File: src/rtl/core/slseq_pkg.sv
// Shared types and constants for the solenoid lock sequencer.
// No dependencies; used by every module of the block.
`default_nettype none

package slseq_pkg;

    // Command codes carried by an input word.
    typedef enum logic [1:0] {
        CMD_TICK = 2'd0,
        CMD_POLL = 2'd1,
        CMD_SET  = 2'd2,
        CMD_NOP  = 2'd3
    } cmd_t;

    // Sequence phase codes, as reported on the phase output.
    localparam logic [2:0] PH_IDLE      = 3'd0;
    localparam logic [2:0] PH_BOOST_ON  = 3'd1;
    localparam logic [2:0] PH_WAIT      = 3'd2;
    localparam logic [2:0] PH_BOOST_OFF = 3'd3;
    localparam logic [2:0] PH_TURN_OFF  = 3'd4;

    // Configuration register indexes.
    localparam logic [2:0] REG_BOOST_READY    = 3'd0;
    localparam logic [2:0] REG_COIL_MIN       = 3'd1;
    localparam logic [2:0] REG_WAIT_TIMEOUT   = 3'd2;
    localparam logic [2:0] REG_BOOST_SETTLE   = 3'd3;
    localparam logic [2:0] REG_SHUTDOWN_DELAY = 3'd4;
    localparam logic [2:0] REG_BLINK_PERIOD   = 3'd5;

    // Configuration reset values.
    localparam logic [15:0] RST_BOOST_READY    = 16'd12000;
    localparam logic [15:0] RST_COIL_MIN       = 16'd13000;
    localparam logic [15:0] RST_WAIT_TIMEOUT   = 16'd15000;
    localparam logic [15:0] RST_BOOST_SETTLE   = 16'd150;
    localparam logic [15:0] RST_SHUTDOWN_DELAY = 16'd200;
    localparam logic [15:0] RST_BLINK_PERIOD   = 16'd50;

    typedef struct packed {
        logic [15:0] boost_ready_mv;
        logic [15:0] coil_min_mv;
        logic [15:0] wait_timeout_ticks;
        logic [15:0] boost_settle_ticks;
        logic [15:0] shutdown_delay_ticks;
        logic [15:0] blink_period_ticks;
    } cfg_t;

    typedef struct packed {
        cmd_t        cmd;
        logic        request_value;
        logic        open_allowed;
        logic        button_pressed;
        logic [15:0] supply_mv;
    } item_t;

    typedef struct packed {
        logic       boost_enable;
        logic       coil_enable;
        logic       led_on;
        logic       busy_res;
        logic [2:0] phase;
    } result_t;

endpackage

`default_nettype wire

File: src/rtl/core/solenoid_lock_sequencer_core.sv
// Top level of the solenoid lock sequencer: input register, result register, handshakes.
// Depends on slseq_pkg, slseq_cfg and slseq_engine.
`default_nettype none

// The sequencer takes one input word per clock cycle while the result register
// drains (out_ready low on a held result stalls it) and returns exactly one
// result word for each. A word is held in an input register, the sequencer
// state is updated from it by a single pass of compare and select logic, and
// the result lands in an output register, so out_valid rises once the word has
// passed the input register and the result register. The throughput is one
// word per cycle while results drain, and is set by the state update; a
// result that waits on out_ready still leaves room for one more word in the
// input register. Configuration words are always taken (cfg_ready is high)
// and should be written only while no input word is in flight; indexes 6 and
// 7 are accepted and ignored. TIMER_BITS sets the width of the two tick
// counters, which stop at their maximum instead of wrapping.
module solenoid_lock_sequencer_core #(
    parameter int TIMER_BITS = 16
) (
    input  wire logic        clk,
    input  wire logic        rst_n,

    input  wire logic        in_valid,
    output logic             in_ready,
    input  wire logic [1:0]  cmd,
    input  wire logic        request_value,
    input  wire logic        open_allowed,
    input  wire logic        button_pressed,
    input  wire logic [15:0] supply_mv,

    output logic             out_valid,
    input  wire logic        out_ready,
    output logic             boost_enable,
    output logic             coil_enable,
    output logic             led_on,
    output logic             busy_res,
    output logic [2:0]       phase,

    input  wire logic        cfg_valid,
    output logic             cfg_ready,
    input  wire logic [2:0]  cfg_index,
    input  wire logic [15:0] cfg_data
);

    logic                s1_valid_reg, s1_valid_next;
    slseq_pkg::item_t    s1_item_reg;
    logic                out_valid_reg, out_valid_next;
    slseq_pkg::result_t  out_word_reg;
    slseq_pkg::cfg_t     cfg;
    slseq_pkg::result_t  step_result;
    logic                out_free;
    logic                step_en;
    logic                in_fire;

    assign cfg_ready = 1'b1;

    slseq_cfg u_cfg (
        .clk      (clk),
        .rst_n    (rst_n),
        .wr_en    (cfg_valid),
        .wr_index (cfg_index),
        .wr_data  (cfg_data),
        .cfg      (cfg)
    );

    // The result register can take a new word when empty or being drained.
    // The held input word is processed exactly when its result can be stored.
    assign out_free = !out_valid_reg || out_ready;
    assign step_en  = s1_valid_reg && out_free;
    assign in_ready = !s1_valid_reg || step_en;
    assign in_fire  = in_valid && in_ready;

    slseq_engine #(
        .TIMER_BITS (TIMER_BITS)
    ) u_engine (
        .clk     (clk),
        .rst_n   (rst_n),
        .step_en (step_en),
        .item    (s1_item_reg),
        .cfg     (cfg),
        .result  (step_result)
    );

    always_comb
    begin
        s1_valid_next = s1_valid_reg;
        if (in_fire)
            s1_valid_next = 1'b1;
        else if (step_en)
            s1_valid_next = 1'b0;

        out_valid_next = out_valid_reg;
        if (step_en)
            out_valid_next = 1'b1;
        else if (out_ready)
            out_valid_next = 1'b0;
    end

    always_ff @(posedge clk or negedge rst_n)
    begin
        if (!rst_n)
        begin
            s1_valid_reg  <= 1'b0;
            out_valid_reg <= 1'b0;
        end
        else
        begin
            s1_valid_reg  <= s1_valid_next;
            out_valid_reg <= out_valid_next;
        end
    end

    // Payload registers load only on their handshake and need no reset.
    always_ff @(posedge clk)
    begin
        if (in_fire)
        begin
            s1_item_reg.cmd            <= slseq_pkg::cmd_t'(cmd);
            s1_item_reg.request_value  <= request_value;
            s1_item_reg.open_allowed   <= open_allowed;
            s1_item_reg.button_pressed <= button_pressed;
            s1_item_reg.supply_mv      <= supply_mv;
        end
        if (step_en)
            out_word_reg <= step_result;
    end

    assign out_valid    = out_valid_reg;
    assign boost_enable = out_word_reg.boost_enable;
    assign coil_enable  = out_word_reg.coil_enable;
    assign led_on       = out_word_reg.led_on;
    assign busy_res     = out_word_reg.busy_res;
    assign phase        = out_word_reg.phase;

endmodule

`default_nettype wire

File: src/rtl/core/slseq_cfg.sv
// Configuration register file of the solenoid lock sequencer.
// Depends on slseq_pkg for register indexes, reset values and cfg_t.
`default_nettype none

module slseq_cfg (
    input  wire logic             clk,
    input  wire logic             rst_n,
    input  wire logic             wr_en,
    input  wire logic [2:0]       wr_index,
    input  wire logic [15:0]      wr_data,
    output slseq_pkg::cfg_t       cfg
);

    slseq_pkg::cfg_t cfg_reg;
    slseq_pkg::cfg_t cfg_next;

    // Indexes beyond the last register are ignored.
    always_comb
    begin
        cfg_next = cfg_reg;
        if (wr_en)
        begin
            case (wr_index)
                slseq_pkg::REG_BOOST_READY:    cfg_next.boost_ready_mv       = wr_data;
                slseq_pkg::REG_COIL_MIN:       cfg_next.coil_min_mv          = wr_data;
                slseq_pkg::REG_WAIT_TIMEOUT:   cfg_next.wait_timeout_ticks   = wr_data;
                slseq_pkg::REG_BOOST_SETTLE:   cfg_next.boost_settle_ticks   = wr_data;
                slseq_pkg::REG_SHUTDOWN_DELAY: cfg_next.shutdown_delay_ticks = wr_data;
                slseq_pkg::REG_BLINK_PERIOD:   cfg_next.blink_period_ticks   = wr_data;
                default:                       cfg_next = cfg_reg;
            endcase
        end
    end

    always_ff @(posedge clk or negedge rst_n)
    begin
        if (!rst_n)
        begin
            cfg_reg.boost_ready_mv       <= slseq_pkg::RST_BOOST_READY;
            cfg_reg.coil_min_mv          <= slseq_pkg::RST_COIL_MIN;
            cfg_reg.wait_timeout_ticks   <= slseq_pkg::RST_WAIT_TIMEOUT;
            cfg_reg.boost_settle_ticks   <= slseq_pkg::RST_BOOST_SETTLE;
            cfg_reg.shutdown_delay_ticks <= slseq_pkg::RST_SHUTDOWN_DELAY;
            cfg_reg.blink_period_ticks   <= slseq_pkg::RST_BLINK_PERIOD;
        end
        else
        begin
            cfg_reg <= cfg_next;
        end
    end

    assign cfg = cfg_reg;

endmodule

`default_nettype wire

File: src/rtl/core/slseq_engine.sv
// Sequencer state and its single-pass update for one input word.
// Depends on slseq_pkg for command and phase codes and the shared structs.
`default_nettype none

module slseq_engine #(
    parameter int TIMER_BITS = 16
) (
    input  wire logic           clk,
    input  wire logic           rst_n,
    input  wire logic           step_en,
    input  wire slseq_pkg::item_t item,
    input  wire slseq_pkg::cfg_t  cfg,
    output slseq_pkg::result_t  result
);

    // Compares between timers and 16-bit settings run at the wider of the two.
    localparam int CmpW = (TIMER_BITS > 16) ? TIMER_BITS : 16;

    logic [2:0]            phase_reg,     phase_next;
    logic                  busy_reg,      busy_next;
    logic [TIMER_BITS-1:0] phase_tmr_reg, phase_tmr_next;
    logic [TIMER_BITS-1:0] blink_tmr_reg, blink_tmr_next;
    logic [15:0]           pend_reg,      pend_next;
    logic                  toggle_reg,    toggle_next;
    logic                  boost_reg,     boost_next;
    logic                  coil_reg,      coil_next;
    logic                  led_reg,       led_next;
    logic [2:0]            sel;

    always_comb
    begin
        phase_next     = phase_reg;
        busy_next      = busy_reg;
        phase_tmr_next = phase_tmr_reg;
        blink_tmr_next = blink_tmr_reg;
        pend_next      = pend_reg;
        toggle_next    = toggle_reg;
        boost_next     = boost_reg;
        coil_next      = coil_reg;
        led_next       = led_reg;
        sel            = slseq_pkg::PH_IDLE;

        case (item.cmd)
            slseq_pkg::CMD_TICK:
            begin
                // Both timers count up and stick at all ones.
                if (phase_tmr_reg != '1)
                    phase_tmr_next = phase_tmr_reg + TIMER_BITS'(1);
                if (blink_tmr_reg != '1)
                    blink_tmr_next = blink_tmr_reg + TIMER_BITS'(1);
            end
            slseq_pkg::CMD_POLL:
            begin
                if (toggle_reg)
                begin
                    toggle_next = 1'b0;
                    if (item.open_allowed)
                    begin
                        boost_next = 1'b1;
                        phase_next = slseq_pkg::PH_BOOST_ON;
                        busy_next  = 1'b1;
                    end
                end
                if (phase_next != slseq_pkg::PH_IDLE)
                    busy_next = 1'b1;

                // The phase only runs once its timer has passed the pending delay.
                sel = (CmpW'(phase_tmr_reg) > CmpW'(pend_reg)) ? phase_next
                                                               : slseq_pkg::PH_IDLE;

                if (busy_next && !item.button_pressed &&
                    (CmpW'(blink_tmr_reg) > CmpW'(cfg.blink_period_ticks)))
                begin
                    blink_tmr_next = '0;
                    led_next       = ~led_next;
                end

                case (sel)
                    slseq_pkg::PH_IDLE:
                    begin
                    end
                    slseq_pkg::PH_BOOST_ON:
                    begin
                        boost_next = 1'b1;
                        if (item.supply_mv > cfg.boost_ready_mv)
                        begin
                            phase_tmr_next = '0;
                            pend_next      = cfg.boost_settle_ticks;
                            phase_next     = slseq_pkg::PH_WAIT;
                        end
                    end
                    slseq_pkg::PH_WAIT:
                    begin
                        if (item.button_pressed && (item.supply_mv > cfg.coil_min_mv))
                        begin
                            coil_next      = 1'b1;
                            led_next       = 1'b1;
                            phase_tmr_next = '0;
                        end
                        else if (!item.button_pressed)
                        begin
                            coil_next = 1'b0;
                        end
                        if (CmpW'(phase_tmr_next) > CmpW'(cfg.wait_timeout_ticks))
                            phase_next = slseq_pkg::PH_BOOST_OFF;
                    end
                    slseq_pkg::PH_BOOST_OFF:
                    begin
                        coil_next      = 1'b0;
                        boost_next     = 1'b0;
                        phase_tmr_next = '0;
                        pend_next      = cfg.shutdown_delay_ticks;
                        phase_next     = slseq_pkg::PH_TURN_OFF;
                    end
                    slseq_pkg::PH_TURN_OFF:
                    begin
                        phase_tmr_next = '0;
                        phase_next     = slseq_pkg::PH_IDLE;
                        busy_next      = 1'b0;
                    end
                    default:
                    begin
                        // Codes above turn off restart the boost phase.
                        phase_next = slseq_pkg::PH_BOOST_ON;
                    end
                endcase
            end
            slseq_pkg::CMD_SET:
            begin
                toggle_next = item.request_value;
            end
            default:
            begin
            end
        endcase
    end

    always_ff @(posedge clk or negedge rst_n)
    begin
        if (!rst_n)
        begin
            phase_reg     <= slseq_pkg::PH_IDLE;
            busy_reg      <= 1'b0;
            phase_tmr_reg <= '0;
            blink_tmr_reg <= '0;
            pend_reg      <= '0;
            toggle_reg    <= 1'b0;
            boost_reg     <= 1'b0;
            coil_reg      <= 1'b0;
            led_reg       <= 1'b0;
        end
        else if (step_en)
        begin
            phase_reg     <= phase_next;
            busy_reg      <= busy_next;
            phase_tmr_reg <= phase_tmr_next;
            blink_tmr_reg <= blink_tmr_next;
            pend_reg      <= pend_next;
            toggle_reg    <= toggle_next;
            boost_reg     <= boost_next;
            coil_reg      <= coil_next;
            led_reg       <= led_next;
        end
    end

    // The word reports the state as it stands after this step.
    always_comb
    begin
        result.boost_enable = boost_next;
        result.coil_enable  = coil_next;
        result.led_on       = led_next;
        result.busy_res     = busy_next;
        result.phase        = phase_next;
    end

endmodule

`default_nettype wire
File: config.mk
export PLATFORM = sky130hd
export DESIGN_NAME = solenoid_lock_sequencer_core
export DESIGN_NICKNAME = d
export VERILOG_FILES = /design/src/rtl/core/slseq_pkg.sv /design/src/rtl/core/solenoid_lock_sequencer_core.sv /design/src/rtl/core/slseq_cfg.sv /design/src/rtl/core/slseq_engine.sv
export SDC_FILE = /design/constraint.sdc
export NUM_CORES = 1
export LEC_CHECK = 0
export BUFFER_PORTS_ARGS = -buffer_cell sky130_fd_sc_hd__buf_2
export CAP_MARGIN = 25
export CORE_AREA = 10 10 218 220
export CTS_CLUSTER_SIZE = 14
export DETAILED_ROUTE_END_ITERATION = 10
export DIE_AREA = 0 0 228 230
export GPL_TIMING_DRIVEN = 0
export PLACE_DENSITY = 0.37
export SLEW_MARGIN = 20
export SYNTH_ARGS = -nofsm -noshare
export SYNTH_HDL_FRONTEND = slang
export SYNTH_HIERARCHICAL = 1
export SYNTH_SLANG_ARGS = --single-unit
File: constraint.sdc
create_clock -name clk -period 8.6 [get_ports clk]
set_input_delay 1.72 -clock clk [delete_from_list [all_inputs] [get_ports clk]]
set_output_delay 1.72 -clock clk [all_outputs]
set_load 0.01 [all_outputs]
==> reports/metrics.cfg <==
[power_and_ir_drop]
powerDensity_mw_per_mm2 = 229
seq_power_share_pct = 42.9
power_leakage_nw = 5.08
p_comb_share_pct = 28.1
peakVddDrop_mv = 0.141
netSwitchingFraction_pct = 33.7
switching_power_w = 0.000917
p_int_w = 0.00180
p_clk_share_pct = 29.0

[routing]
wirelength_um = 27800
drc = 0
drt-initial-drc-count = 414
viasPerCell = 4.37
drt_pass1_iterations = 4
postRouteAntennaNets = 0
wl_per_cell_um = 17.7
vias = 6864

[die]
start_util_pct = 23.9
fp-row-count = 76
io_pins = 55
die_area_mm2 = 0.0524
core_mm2 = 0.0429
fp.dieH_um = 230
die_w_um = 228

[setup_path]
path_max_fanout = 10
rrSetupSlack_ps = 4040
path_class = reg -> reg
worstSetupStartpointType = flop
cp-end-kind = flop
required_ps = 8880
cp.arrival_ps = 4840

[finish]
layout_common_cells = dfrtp_1, mux2_2, inv_1
drive_gt1_share_pct = 27.8
final_cell_count_no_fill = 1569
layout_commonest_cell = dfrtp_1
largest_reg_flops = 96
final-seq-area_mm2 = 0.00473
final_nets = 1100
area_growth_syn_to_layout_pct = 15.8
final_core_util_pct = 27.6
multi_input_area_mm2 = 0.00492
n_fill_cell = 4488

[logic_synthesis]
yosysWarnings = 6
postSynthCellCount = 898
async_flop_share_pct = 84.6
syn_area_per_cell_um2 = 11.4
post_synth_num_cell_types = 81
syn-cell-area_mm2 = 0.0102
ys_top_cells_by_area = dfrtp_1, mux2_2, ha_1
yosysTopAreaCell = dfrtp_1
synth_edf_count = 28
synth_top_area_share_pct = 30.3
ys_ff_latch = 182
ys_seq_area_share_pct = 46.3
ys.flop_type = dfrtp_1
synth_nets = 1028

[timing]
min_period_ps = 4560
layout_setup_ws_ps = 4040
fmax_ghz = 0.220
rsz0062_at_grt = false
max_slew.worst_pin.slew_ps = 932
finalClockSkew_ps = 16.1
slew_viol_final = 0
setup_tns_ps = 0
period_share_pct = 53.0
slew-limit-headroom_pct = 37.4
finalHoldViolCount = 0
setup_violations = 0

[clock_tree]
clk_latency_ps = 480
cts_hold_buf = 0
clock_sinks = 182
cts_tree = done
cts_buffer_depth = 2
root_buffer = clkbuf_16
htree_levels = 4
clk_pin_slew_ps = 80
cts_resized = 0
cts_buffers = 17
cts_setup_buffers = 0

[placed_design]
gp_congestion = 0.767
numPortBuffers = 52
dp_cells = 1536
pre_cts_ws_ps = 3980
dp_hpwl_um = 20600

[global_route]
grt_pass1_vias = 7086
grt_max_degree = 89
grt_usage_pct = 11.0
grt_pass1_wl_um = 43900
antenna_found_initial = 0
grt_overflow = 0

[flow_run]
maxCapViolCount = 0

[run_status]
outcome = finished clean

[min_path]
min_path_type = reg -> reg

synth_stat cells (all sizes together), types with 3 or more instances:
cell type,n
a211oi,6
a21boi,3
a21o,9
a21oi,59
a22o,6
a31o,14
a31oi,6
and2,10
and2b,3
and3,12
and4bb,3
buf,23
clkbuf,9
dfrtp,124
dfstp,30
edfxtp,28
ha,85
inv,88
mux2,99
mux2i,32
nand2,41
nand2b,9
nand3,21
nand4,20
nor2,27
nor2b,18
nor3,16
nor4,6
o211ai,5
o21a,3
o21ai,21
o2bb2ai,11
o31a,3
or2,4
or3,14
or4,4
metal layers:
layer,global-route usage (%),share of wire (%)
met1,14.8,51
met2,17.0,45
met3,2.70,2.7
met4,3.65,1.4
met5,0,0
cell families after synthesis:
group                      share of synthesized area (%)
AOI/OAI and AO/OA                                   11.0
adders and majority gates                           10.4
buffers and inverters                               5.70
DFF                                                 46.3
muxes                                               14.1
other                                             0.0367
and+or+nand+nor                                     12.6
power by group through the flow:
stage / Combinational, W / Sequential, W / Clock, W
global route: 0.000881 / 0.00119 / 0.000858
CTS: 0.000775 / 0.00117 / 0.000826
finish: 0.000764 / 0.00117 / 0.000789
floorplan: 0.000579 / 0.00114 / 0
global placement: 0.000760 / 0.00118 / 0
detailed placement: 0.000771 / 0.00118 / 0
path summary, 6_finish.rpt:
check                                end  depth (start not counted)           from
min                        u_cfg/cfg[82]                          1  u_cfg/cfg[82]
max reg2reg                     phase[0]                         15  u_cfg/cfg[77]
min in group asynchronous  u_cfg/cfg[35]                          1          rst_n
max                             phase[0]                         15  u_cfg/cfg[77]
min reg2reg                u_cfg/cfg[82]                          1  u_cfg/cfg[82]
max in group asynchronous   u_cfg/cfg[4]                          2          rst_n
critical path, stage by stage, from the launching register on:
cell	delay (ps)
dfstp_2	530
inv_1	40
ha_1	290
nand4_1	170
nor4_2	430
a21boi_2	230
o31a_2	320
clkbuf_1	360
nor2b_1	110
ha_1	310
nand3_1	110
nor4_1	590
o21ai_0	310
nand4_1	190
a31oi_1	120
o22ai_1	240
area by class of cell:
| class | instances | share of cell area (%) |
|---|---|---|
| diodes | 1 | 0.0211 |
| plain buffers | 32 | 2.13 |
| clock buffers | 18 | 3.71 |
| clock inverters | 14 | 1.21 |
| inverters | 88 | 2.79 |
| multi-input cells | 596 | 41.5 |
| flip-flops and latches | 182 | 39.9 |
| well taps | 585 | 6.18 |
| repair buffers | 53 | 2.51 |
stage by stage:
step	total power [W]	area, um^2	hold slack [ps]
after floorplan	0.00172	10200	458
after global placement	0.00194	11200	473
after detailed placement	0.00196	11300	475
after CTS	0.00277	11900	500
after global routing	0.00293	11900	505
final	0.00272	11900	499
Power figures use the tool's default switching activity.
